[src/hw/rtl/awcf_pkg.sv]
package awcf_pkg;

  typedef logic [3:0] cmd_t;
  typedef logic [1:0] size_t;
  typedef logic [3:0] cond_t;

  // commands
  localparam cmd_t CmdMove   = 4'd0;
  localparam cmd_t CmdAdd    = 4'd1;
  localparam cmd_t CmdSub    = 4'd2;
  localparam cmd_t CmdCmp    = 4'd3;
  localparam cmd_t CmdDiv    = 4'd4;
  localparam cmd_t CmdMul    = 4'd5;
  localparam cmd_t CmdClr    = 4'd6;
  localparam cmd_t CmdSet    = 4'd7;
  localparam cmd_t CmdBranch = 4'd8;

  // operand sizes; the spare code behaves as word
  localparam size_t SizeByte = 2'd0;
  localparam size_t SizeHalf = 2'd1;

  // flag bit positions, also the flag_select codes
  localparam int unsigned FlagC = 0;
  localparam int unsigned FlagV = 1;
  localparam int unsigned FlagN = 2;
  localparam int unsigned FlagZ = 3;

  // branch conditions
  localparam cond_t CondNe  = 4'd0;
  localparam cond_t CondEq  = 4'd1;
  localparam cond_t CondLt  = 4'd2;
  localparam cond_t CondGt  = 4'd3;
  localparam cond_t CondGe  = 4'd4;
  localparam cond_t CondLe  = 4'd5;
  localparam cond_t CondHi  = 4'd6;
  localparam cond_t CondLos = 4'd7;
  localparam cond_t CondVs  = 4'd8;
  localparam cond_t CondVc  = 4'd9;
  localparam cond_t CondCc  = 4'd10;
  localparam cond_t CondCs  = 4'd11;
  localparam cond_t CondPl  = 4'd12;
  localparam cond_t CondMi  = 4'd13;
  localparam cond_t CondAl  = 4'd14;

  // finished request as handed from the engine to flags and output stage
  typedef struct packed {
    cmd_t        cmd;
    size_t       size;
    logic [32:0] value;  // flag source value incl. bit 32
    logic [31:0] rem;
    logic        ovf;
    logic        dz;
    logic [1:0]  sel;
    cond_t       cond;
  } done_t;

  function automatic logic sign_at(logic [31:0] x, size_t size);
    logic s;
    case (size)
      SizeByte: s = x[7];
      SizeHalf: s = x[15];
      default:  s = x[31];
    endcase
    return s;
  endfunction

  function automatic logic carry_at(logic [32:0] x, size_t size);
    logic c;
    case (size)
      SizeByte: c = x[8];
      SizeHalf: c = x[16];
      default:  c = x[32];
    endcase
    return c;
  endfunction

  function automatic logic zero_at(logic [31:0] x, size_t size);
    logic z;
    case (size)
      SizeByte: z = (x[7:0] == 8'h00);
      SizeHalf: z = (x[15:0] == 16'h0000);
      default:  z = (x == 32'h0000_0000);
    endcase
    return z;
  endfunction

endpackage

[src/hw/rtl/alu_with_condition_flags_top.sv]
// Move, add, sub, cmp, flag set/clear, branch test and divide by zero take one execute
//   pass, multiply and divide 32 one-bit steps through the single shared 33-bit adder;
//   either way the result waits in the done state until the output register has a slot.
// The engine holds one request at a time and takes the next once the last is committed.
// Reset (rst_ni, async, active low) clears the sequencer, the output valid and all flags.
module alu_with_condition_flags_top (
  input  logic        clk_i,
  input  logic        rst_ni,
  // request channel
  input  logic        in_valid_i,
  output logic        in_ready_o,
  input  logic [3:0]  command_i,
  input  logic [1:0]  size_code_i,
  input  logic [31:0] source_value_i,
  input  logic [31:0] dest_value_i,
  input  logic [1:0]  flag_select_i,
  input  logic [3:0]  branch_condition_i,
  // result channel
  output logic        out_valid_o,
  input  logic        out_ready_i,
  output logic [31:0] result_value_o,
  output logic [31:0] remainder_value_o,
  output logic        write_result_o,
  output logic        branch_taken_o,
  output logic        flag_n_o,
  output logic        flag_z_o,
  output logic        flag_v_o,
  output logic        flag_c_o,
  output logic        divide_by_zero_o
);

  awcf_pkg::done_t info;
  logic            done;
  logic            commit;
  logic [3:0]      flags_next;
  logic            taken;
  logic            wr;

  logic            out_valid_q, out_valid_d;
  logic [31:0]     result_q;
  logic [31:0]     rem_q;
  logic            wr_q;
  logic            taken_q;
  logic [3:0]      flags_q;
  logic            dz_q;

  // sequencer and shared adder; holds one request at a time
  awcf_engine u_engine (
    .clk_i              (clk_i),
    .rst_ni             (rst_ni),
    .in_valid_i         (in_valid_i),
    .in_ready_o         (in_ready_o),
    .command_i          (command_i),
    .size_code_i        (size_code_i),
    .source_value_i     (source_value_i),
    .dest_value_i       (dest_value_i),
    .flag_select_i      (flag_select_i),
    .branch_condition_i (branch_condition_i),
    .done_o             (done),
    .info_o             (info),
    .commit_i           (commit)
  );

  // condition codes only move when the result is committed to the output stage
  awcf_flags u_flags (
    .clk_i    (clk_i),
    .rst_ni   (rst_ni),
    .commit_i (commit),
    .info_i   (info),
    .flags_o  (flags_next),
    .taken_o  (taken)
  );

  // output register frees the engine as soon as it has a slot
  assign commit = done && (!out_valid_q || out_ready_i);

  always_comb begin
    case (info.cmd) inside
      awcf_pkg::CmdMove, awcf_pkg::CmdAdd, awcf_pkg::CmdSub,
      awcf_pkg::CmdMul: wr = 1'b1;
      awcf_pkg::CmdDiv: wr = !info.dz;
      default:          wr = 1'b0;
    endcase
  end

  always_comb begin
    out_valid_d = out_valid_q;
    if (commit) begin
      out_valid_d = 1'b1;
    end else if (out_ready_i) begin
      out_valid_d = 1'b0;
    end
  end

  always_ff @(posedge clk_i or negedge rst_ni) begin
    if (!rst_ni) begin
      out_valid_q <= 1'b0;
    end else begin
      out_valid_q <= out_valid_d;
    end
  end

  always_ff @(posedge clk_i) begin
    if (commit) begin
      result_q <= info.value[31:0];
      rem_q    <= info.rem;
      wr_q     <= wr;
      taken_q  <= taken;
      flags_q  <= flags_next;
      dz_q     <= info.dz;
    end
  end

  assign out_valid_o       = out_valid_q;
  assign result_value_o    = result_q;
  assign remainder_value_o = rem_q;
  assign write_result_o    = wr_q;
  assign branch_taken_o    = taken_q;
  assign flag_n_o          = flags_q[awcf_pkg::FlagN];
  assign flag_z_o          = flags_q[awcf_pkg::FlagZ];
  assign flag_v_o          = flags_q[awcf_pkg::FlagV];
  assign flag_c_o          = flags_q[awcf_pkg::FlagC];
  assign divide_by_zero_o  = dz_q;

  a_commit_shows: assert property (@(posedge clk_i) disable iff (!rst_ni)
    commit |=> (out_valid_o && (result_value_o == $past(info.value[31:0]))))
    else $error("committed result not presented");

  a_dz_no_write: assert property (@(posedge clk_i) disable iff (!rst_ni)
    (out_valid_o && divide_by_zero_o) |-> (!write_result_o && (result_value_o == 32'd0)))
    else $error("divide by zero produced a write");

endmodule

[src/hw/rtl/awcf_adder.sv]
// shared 33-bit add/subtract, sum[33] is carry out (no borrow on subtract)
module awcf_adder (
  input  logic [32:0] a_i,
  input  logic [32:0] b_i,
  input  logic        sub_i,
  output logic [33:0] sum_o
);

  logic [32:0] b_eff;

  assign b_eff = sub_i ? ~b_i : b_i;
  assign sum_o = {1'b0, a_i} + {1'b0, b_eff} + {33'd0, sub_i};

endmodule

[src/hw/rtl/awcf_engine.sv]
// sequencer around the shared adder: one pass for simple ops,
// 32 shift-add / restoring steps for multiply and divide
module awcf_engine (
  input  logic                  clk_i,
  input  logic                  rst_ni,
  input  logic                  in_valid_i,
  output logic                  in_ready_o,
  input  awcf_pkg::cmd_t        command_i,
  input  awcf_pkg::size_t       size_code_i,
  input  logic [31:0]           source_value_i,
  input  logic [31:0]           dest_value_i,
  input  logic [1:0]            flag_select_i,
  input  awcf_pkg::cond_t       branch_condition_i,
  output logic                  done_o,
  output awcf_pkg::done_t       info_o,
  input  logic                  commit_i
);

  localparam logic [1:0] StIdle = 2'd0;
  localparam logic [1:0] StExec = 2'd1;
  localparam logic [1:0] StIter = 2'd2;
  localparam logic [1:0] StDone = 2'd3;

  logic [1:0]          state_q, state_d;
  logic [4:0]          cnt_q, cnt_d;
  awcf_pkg::cmd_t      cmd_q, cmd_d;
  awcf_pkg::size_t     size_q, size_d;
  logic [1:0]          sel_q, sel_d;
  awcf_pkg::cond_t     cond_q, cond_d;
  logic [31:0]         opnd_q, opnd_d;
  logic [31:0]         acc_q, acc_d;
  logic [31:0]         shf_q, shf_d;
  logic                ovf_q, ovf_d;
  logic                dz_q, dz_d;

  logic [32:0]         add_a, add_b;
  logic                add_sub;
  logic [33:0]         sum;
  logic                arith;
  logic                vs, ss, ds;

  awcf_adder u_adder (
    .a_i   (add_a),
    .b_i   (add_b),
    .sub_i (add_sub),
    .sum_o (sum)
  );

  assign arith = (cmd_q == awcf_pkg::CmdMove) || (cmd_q == awcf_pkg::CmdAdd) ||
                 (cmd_q == awcf_pkg::CmdSub)  || (cmd_q == awcf_pkg::CmdCmp);
  assign vs = awcf_pkg::sign_at(sum[31:0], size_q);
  assign ss = awcf_pkg::sign_at(opnd_q, size_q);
  assign ds = awcf_pkg::sign_at(shf_q, size_q);

  always_comb begin
    state_d = state_q;
    cnt_d   = cnt_q;
    cmd_d   = cmd_q;
    size_d  = size_q;
    sel_d   = sel_q;
    cond_d  = cond_q;
    opnd_d  = opnd_q;
    acc_d   = acc_q;
    shf_d   = shf_q;
    ovf_d   = ovf_q;
    dz_d    = dz_q;
    add_a   = '0;
    add_b   = '0;
    add_sub = 1'b0;
    unique case (state_q)
      StIdle: begin
        if (in_valid_i) begin
          cmd_d  = command_i;
          size_d = size_code_i;
          sel_d  = flag_select_i;
          cond_d = branch_condition_i;
          opnd_d = source_value_i;
          shf_d  = dest_value_i;
          acc_d  = '0;
          cnt_d  = '0;
          ovf_d  = 1'b0;
          dz_d   = 1'b0;
          if ((command_i == awcf_pkg::CmdMul) ||
              ((command_i == awcf_pkg::CmdDiv) && (source_value_i != '0))) begin
            state_d = StIter;
          end else begin
            state_d = StExec;
          end
        end
      end
      StExec: begin
        case (cmd_q)
          awcf_pkg::CmdAdd: begin
            add_a = {1'b0, opnd_q};
            add_b = {1'b0, shf_q};
          end
          awcf_pkg::CmdSub: begin
            add_a   = {1'b0, shf_q};
            add_b   = {1'b0, opnd_q};
            add_sub = 1'b1;
          end
          awcf_pkg::CmdCmp: begin
            add_a   = {1'b0, opnd_q};
            add_b   = {1'b0, shf_q};
            add_sub = 1'b1;
          end
          default: begin
            add_a = {1'b0, opnd_q};
          end
        endcase
        if (arith) begin
          shf_d = sum[31:0];
          // subtract is cut to 32 bits before the flags see it
          acc_d = {31'd0, (cmd_q == awcf_pkg::CmdSub) ? 1'b0 : sum[32]};
          case (cmd_q)
            awcf_pkg::CmdAdd: ovf_d = (vs != ss) && (ss == ds);
            awcf_pkg::CmdSub: ovf_d = (vs == ss) && (ss != ds);
            awcf_pkg::CmdCmp: ovf_d = (vs == ds) && (ss != ds);
            default:          ovf_d = 1'b0;
          endcase
        end else begin
          shf_d = '0;
          acc_d = '0;
          dz_d  = (cmd_q == awcf_pkg::CmdDiv);
        end
        state_d = StDone;
      end
      StIter: begin
        if (cmd_q == awcf_pkg::CmdDiv) begin
          add_a   = {acc_q, shf_q[31]};
          add_b   = {1'b0, opnd_q};
          add_sub = 1'b1;
          acc_d   = sum[33] ? sum[31:0] : add_a[31:0];
          shf_d   = {shf_q[30:0], sum[33]};
        end else begin
          add_a = {1'b0, acc_q};
          add_b = shf_q[0] ? {1'b0, opnd_q} : 33'd0;
          acc_d = sum[32:1];
          shf_d = {sum[0], shf_q[31:1]};
        end
        cnt_d = cnt_q + 5'd1;
        if (cnt_q == 5'd31) begin
          state_d = StDone;
        end
      end
      StDone: begin
        if (commit_i) begin
          state_d = StIdle;
        end
      end
      default: begin
        state_d = StIdle;
      end
    endcase
  end

  always_ff @(posedge clk_i or negedge rst_ni) begin
    if (!rst_ni) begin
      state_q <= StIdle;
      cnt_q   <= '0;
    end else begin
      state_q <= state_d;
      cnt_q   <= cnt_d;
    end
  end

  always_ff @(posedge clk_i) begin
    cmd_q  <= cmd_d;
    size_q <= size_d;
    sel_q  <= sel_d;
    cond_q <= cond_d;
    opnd_q <= opnd_d;
    acc_q  <= acc_d;
    shf_q  <= shf_d;
    ovf_q  <= ovf_d;
    dz_q   <= dz_d;
  end

  assign in_ready_o = (state_q == StIdle);
  assign done_o     = (state_q == StDone);

  always_comb begin
    info_o.cmd   = cmd_q;
    info_o.size  = size_q;
    info_o.value = (cmd_q == awcf_pkg::CmdDiv) ? {1'b0, shf_q} : {acc_q[0], shf_q};
    info_o.rem   = (cmd_q == awcf_pkg::CmdDiv) ? acc_q : 32'd0;
    info_o.ovf   = ovf_q;
    info_o.dz    = dz_q;
    info_o.sel   = sel_q;
    info_o.cond  = cond_q;
  end

  a_busy_after_accept: assert property (@(posedge clk_i) disable iff (!rst_ni)
    (in_valid_i && in_ready_o) |=> !in_ready_o)
    else $error("engine ready right after taking a request");

  a_cnt_idle: assert property (@(posedge clk_i) disable iff (!rst_ni)
    (state_q != StIter) |-> (cnt_q == 5'd0))
    else $error("step counter not clear outside iteration");

  a_done_held: assert property (@(posedge clk_i) disable iff (!rst_ni)
    (done_o && !commit_i) |=> (done_o && $stable(info_o)))
    else $error("finished request lost before commit");

endmodule

[src/hw/rtl/awcf_flags.sv]
// N Z V C register, next-flag logic and branch test
module awcf_flags (
  input  logic            clk_i,
  input  logic            rst_ni,
  input  logic            commit_i,
  input  awcf_pkg::done_t info_i,
  output logic [3:0]      flags_o,
  output logic            taken_o
);

  logic [3:0] flags_q, flags_d;
  logic [3:0] calc;
  logic [3:0] next;
  logic       n, z, v, c;

  always_comb begin
    calc                  = '0;
    calc[awcf_pkg::FlagC] = awcf_pkg::carry_at(info_i.value, info_i.size);
    calc[awcf_pkg::FlagV] = info_i.ovf;
    calc[awcf_pkg::FlagN] = awcf_pkg::sign_at(info_i.value[31:0], info_i.size);
    calc[awcf_pkg::FlagZ] = awcf_pkg::zero_at(info_i.value[31:0], info_i.size);
  end

  always_comb begin
    case (info_i.cmd) inside
      awcf_pkg::CmdMove, awcf_pkg::CmdAdd, awcf_pkg::CmdSub,
      awcf_pkg::CmdCmp, awcf_pkg::CmdMul: next = calc;
      awcf_pkg::CmdDiv: next = info_i.dz ? flags_q : calc;
      // flag_select codes match the bit positions
      awcf_pkg::CmdClr: next = flags_q & ~(4'b0001 << info_i.sel);
      awcf_pkg::CmdSet: next = flags_q | (4'b0001 << info_i.sel);
      default:          next = flags_q;
    endcase
  end

  assign n = flags_q[awcf_pkg::FlagN];
  assign z = flags_q[awcf_pkg::FlagZ];
  assign v = flags_q[awcf_pkg::FlagV];
  assign c = flags_q[awcf_pkg::FlagC];

  always_comb begin
    taken_o = 1'b0;
    if (info_i.cmd == awcf_pkg::CmdBranch) begin
      unique case (info_i.cond)
        awcf_pkg::CondNe:  taken_o = !z;
        awcf_pkg::CondEq:  taken_o = z;
        awcf_pkg::CondLt:  taken_o = n | v;
        awcf_pkg::CondGt:  taken_o = n ^ v;
        awcf_pkg::CondGe:  taken_o = !(n | v);
        awcf_pkg::CondLe:  taken_o = !(n ^ v);
        awcf_pkg::CondHi:  taken_o = !(c | z);
        awcf_pkg::CondLos: taken_o = c | z;
        awcf_pkg::CondVs:  taken_o = v;
        awcf_pkg::CondVc:  taken_o = !v;
        awcf_pkg::CondCc:  taken_o = !c;
        awcf_pkg::CondCs:  taken_o = c;
        awcf_pkg::CondPl:  taken_o = !n;
        awcf_pkg::CondMi:  taken_o = n;
        awcf_pkg::CondAl:  taken_o = 1'b1;
        default:           taken_o = 1'b0;
      endcase
    end
  end

  assign flags_d = commit_i ? next : flags_q;
  assign flags_o = next;

  always_ff @(posedge clk_i or negedge rst_ni) begin
    if (!rst_ni) begin
      flags_q <= '0;
    end else begin
      flags_q <= flags_d;
    end
  end

  a_dz_keeps_flags: assert property (@(posedge clk_i) disable iff (!rst_ni)
    (commit_i && info_i.dz) |=> (flags_q == $past(flags_q)))
    else $error("flags changed on divide by zero");

endmodule

[config.mk]
export PLATFORM = sky130hd
export DESIGN_NAME = alu_with_condition_flags_top
export DESIGN_NICKNAME = d
export VERILOG_FILES = /design/src/hw/rtl/awcf_pkg.sv /design/src/hw/rtl/alu_with_condition_flags_top.sv /design/src/hw/rtl/awcf_adder.sv /design/src/hw/rtl/awcf_engine.sv /design/src/hw/rtl/awcf_flags.sv
export SDC_FILE = /design/constraint.sdc
export NUM_CORES = 1
export LEC_CHECK = 0
export BUFFER_PORTS_ARGS = -buffer_cell sky130_fd_sc_hd__buf_4
export CORE_AREA = 2 2 171 131
export DETAILED_ROUTE_END_ITERATION = 6
export DIE_AREA = 0 0 173 133
export PLACE_DENSITY = 0.8
export SETUP_SLACK_MARGIN = 0.15
export SLEW_MARGIN = 20
export SYNTH_ARGS = -nofsm -noshare
export SYNTH_HDL_FRONTEND = slang
export SYNTH_SLANG_ARGS = --single-unit
[constraint.sdc]
create_clock -name clk_i -period 7.92 [get_ports clk_i]
set_input_delay 0.792 -clock clk_i [delete_from_list [all_inputs] [get_ports clk_i]]
set_output_delay 0.792 -clock clk_i [all_outputs]
set_load 0.02 [all_outputs]
==> impl.org <==
** Clock tree
- The root buffer cell chosen for the clock tree is sky130_fd_sc_hd__clkbuf_16.
- In this run, post-CTS repair resized a total of 0 instances.
- The H-tree was split into 4 levels.
- Total clock sinks :: roughly 190
- Clock tree from TritonCTS :: done
- Inserted Clock Buffers :: 17
- Total of hold buffers inserted after clock tree synthesis :: 0
- Clock insertion delay at the later pin of the skew report :: 0.46 ns
- After clock tree synthesis, the setup repair step added 0 buffers.
- In this run the deepest clock path goes through 2 buffers.
- After clock tree synthesis, the clock-pin slew on the worst setup and hold paths is 0.08 ns.

** Pwr
- Total power for the finished layout comes to between 5 and 6 mW.
- Dividing total power by cell area gives a power density of around 400 mW/mm^2.
- Across the VDD grid, the largest voltage drop is roughly 0.3 mV.
- LEAKAGE :: approximately 5.3 nW

** Critical path
- In this run the critical register-to-register path is captured at u_engine.acc_q[26].
- Flop-to-flop setup slack :: around 1.7 ns
- STA classifies the critical path endpoint as a register.
- In this run the critical register-to-register path is launched from u_engine.cmd_q[2].
- For the worst setup path, the data required time is approximately 8.2 ns.
- Arrival time at the worst endpoint :: 6.49 ns
- Maximum fanout count along the critical path :: 40
- STA classifies the critical path startpoint as a register.
- The setup path with the least slack is of type reg2reg.
- The number of cells on the worst reg-to-reg path is 14.

** GRT
- Combined global-route utilization of all metal layers :: about a third
- The first global-routing pass estimated ~57000 um of wire.
- The via count of the first global-routing pass is approximately 10000.
- Pin count of the biggest net entering global routing :: 60
- Antenna violations before repair :: 0
- Total global routing overflow :: 0

** STA
- Hold timing on the final database bottoms out at a slack of approximately 0.17 ns.
- Peak clock frequency supported by timing :: 161 MHz
- Measured slew at the worst slew-check pin :: approximately 1.2 ns
- Post-Route Skew :: 0.0170 ns
- Final critical-path setup slack :: between 1.5 and 2 ns
- RSZ-0062 raised after global routing :: false
- Final number of max-transition violations :: 0
- The worst path uses 78.3% of the clock period.
- Summed over all failing endpoints, the final setup total negative slack is 0 ns.
- The routed design could run at a clock period as short as 6.20 ns.
- Final hold violation count :: 0
- Headroom to the max-slew limit came out at between 20% and 30%.
- Setup violations remaining at the end of the flow were counted as 0.

** Placed design
- Once detailed placement completed, the half-perimeter wirelength came to around 26000 um.
- Summing all placed instances gives a cell area of ~0.014 sq mm.
- Before CTS, the worst setup slack after placement is around 1.8 ns.
- Placer congestion estimate :: approximately 0.96
- Port buffering added 152 buffers.

** Finish
- Leaving out fill and tap cells, the most frequent cells in the layout are 194 x sky130_fd_sc_hd__a21oi_1, 181 x sky130_fd_sc_hd__edfxtp_1, 167 x sky130_fd_sc_hd__buf_4.
- The multi-input combinational cells in the finished layout cover a total of between 0.006 and 0.007 sq mm.
- Number of nets in the layout :: between 1000 and 1500
- The finished cells cover ~0.014 sq mm.
- Cells with a size suffix above 1 make up between 10% and 20% of the layout.
- The layout has 1724 filler cells.
- Antenna diode count :: 0
- Compared with the post-synthesis result, the final layout area differs by 15.6%.
- Area used by sequential logic in the layout :: 0.00574 sq mm
- Leaving out fill and tap cells, the most frequent cell in the layout is sky130_fd_sc_hd__a21oi_1.

** Die
- Number of core rows :: 47
- Die W :: 173 um
- After floorplanning, the core was sized to cover between 0.02 and 0.025 sq mm.
- The floorplan step defined a die boundary enclosing about 0.023 sq mm.
- Die height :: approximately 130 um
- In this run the count of I/O pins placed on the die edge is roughly 150.
- Once the floorplan was initialized, standard cells occupied 57.5% of the core.

** Yosys
- Counting flops with a built-in enable in the synthesized netlist gives around 180.
- For this run, asynchronously set or reset flops after synthesis account for 6.22%.
- For this run, the leading register cell type out of synthesis is sky130_fd_sc_hd__edfxtp_1.
- Number of distinct library cells after synthesis :: between 70 and 80
- Dividing the synthesized area by the synthesized cell count gives between 9 and 10 sq um.
- Yosys printed 0 warnings.
- Portion of the post-synthesis area used by sequential elements :: between 40 and 50%
- Number of nets produced by synthesis :: ~1400
- Synthesis produced 1271 cells.
- The synthesized design contains roughly 190 register bits.
- Synthesized area :: approximately 0.012 sq mm

** Worst hold path
- Worst hold path class :: in2async

** Run
- Maximum Capacitance Violations :: 0

** Detailed routing
- Post-detailed-routing wire length :: roughly 37000 um
- Count of vias placed by the detailed router :: approximately 11000
- The detailed router finished its first iteration with approximately 1400 violations.
- Vias per cell :: roughly 6.5
- Once detail routing completed, the nets flagged for antenna violations numbered 0.
- After detailed routing, the average wire length per cell comes to approximately 22 um.
- The first detailed-routing pass ran for 6 iterations.
- For this run, design rule violations remaining after detail routing come to 0.

** Run status
- Result of the run :: completed
==> cells in the mapped netlist, types with 17 or more instances <==
library cell,count,area share (%)
sky130_fd_sc_hd__a21o_1,18,1.1
sky130_fd_sc_hd__a21oi_1,194,7.8
sky130_fd_sc_hd__a22o_1,31,2.2
sky130_fd_sc_hd__and2_1,40,2.0
sky130_fd_sc_hd__clkbuf_1,64,1.9
sky130_fd_sc_hd__edfxtp_1,181,44
sky130_fd_sc_hd__ha_1,39,3.9
sky130_fd_sc_hd__inv_1,22,0.67
sky130_fd_sc_hd__mux2i_1,66,5.3
sky130_fd_sc_hd__nand2_1,144,4.4
sky130_fd_sc_hd__nand3_1,21,0.85
sky130_fd_sc_hd__nor2_1,80,2.4
sky130_fd_sc_hd__nor3_1,18,0.73
sky130_fd_sc_hd__nor4_1,17,0.86
sky130_fd_sc_hd__o21ai_0,69,2.8
sky130_fd_sc_hd__o22ai_1,35,1.8
sky130_fd_sc_hd__xnor2_1,50,3.5
==> state kept, by name, indices dropped and copies added, names as in the netlist, 4 cells and up <==
| register | count |
|---|---|
| flags_q | 4 |
| u_engine.opnd_q | 32 |
| u_engine.cond_q | 4 |
| u_engine.cmd_q | 4 |
| u_engine.acc_q | 32 |
| remainder_value_o | 32 |
| result_value_o | 32 |
| u_engine.cnt_q | 5 |
| u_engine.shf_q | 32 |
| u_flags.flags_q | 4 |
==> report_power, final <==
group	internal [mW]	switching, mW
clock network	0.468	0.415
registers	1.72	0.376
logic	0.936	1.82
total	3.13	2.62
==> per-layer routing <==
layer / track usage [%] / share of wire [%]
met1: 46.8 / 43
met2: 46.7 / 43
met3: 9.25 / 12
met4: 9.18 / 1.7
met5: 0 / 0
==> worst max-delay path, cell delays in order (launching register included) <==
cell and delay [ns]:
sky130_fd_sc_hd__edfxtp_1 0.66, sky130_fd_sc_hd__or4b_2 1.07, sky130_fd_sc_hd__o22ai_4 0.81, sky130_fd_sc_hd__buf_4 0.44, sky130_fd_sc_hd__xnor2_1 0.13, sky130_fd_sc_hd__ha_1 0.37
sky130_fd_sc_hd__a21oi_1 0.26, sky130_fd_sc_hd__o21ai_0 0.23, sky130_fd_sc_hd__a21oi_1 0.23, sky130_fd_sc_hd__o21ai_0 0.12, sky130_fd_sc_hd__or4_1 0.47, sky130_fd_sc_hd__a21oi_4 0.26
sky130_fd_sc_hd__or2_1 0.51, sky130_fd_sc_hd__a21oi_1 0.17, sky130_fd_sc_hd__a221oi_2 0.25
==> metrics by stage <==
step           cells  util [%]
6_report        1680      66.5
5_1_grt         1680      66.5
4_1_cts         1680      66.5
3_5_place_dp    1648      63.7
3_3_place_gp    1648      63.7
2_1_floorplan   1271         -
==> final cells by class <==
| cell class | instances | area share [%] |
|---|---|---|
| multi-input combinational | 972 | 44.0 |
| inverter | 22 | 0.577 |
| clock inverter | 15 | 1.10 |
| clock buffer | 17 | 2.97 |
| tap | 294 | 2.57 |
| timing repair buffer | 167 | 8.76 |
| sequential | 193 | 40.1 |
==> kinds of logic (layout without fill, tap and decap cells) <==
family / after synthesis / count (layout) / share of synthesized area [%]
buffers and inverters: 106 / 221 / 3.42
adders and majority gates: 40 / 40 / 4.10
DFF: 193 / 193 / 46.3
muxes: 70 / 70 / 5.79
and+or+nand+nor: 378 / 378 / 14.7
AOI/OAI and AO/OA: 425 / 425 / 21.5
xor gates and xnor gates: 59 / 59 / 4.17
==> worst max-delay path by stage <==
stage / start / endpoint / slack, ns
after CTS: u_engine.cmd_q[2] / u_engine.acc_q[26] / 1.84
after global routing: u_engine.cmd_q[2] / u_engine.acc_q[26] / 1.42
final: u_engine.cmd_q[2] / u_engine.acc_q[26] / 1.72
after detailed placement: u_engine.cmd_q[3] / u_engine.acc_q[26] / 1.85
after floorplan: u_engine.state_q[0] / u_engine.acc_q[0] / 1.41
after global placement: u_engine.cmd_q[0] / u_engine.shf_q[28] / 2.03
Note: power is estimated with default switching activity, not from simulation.
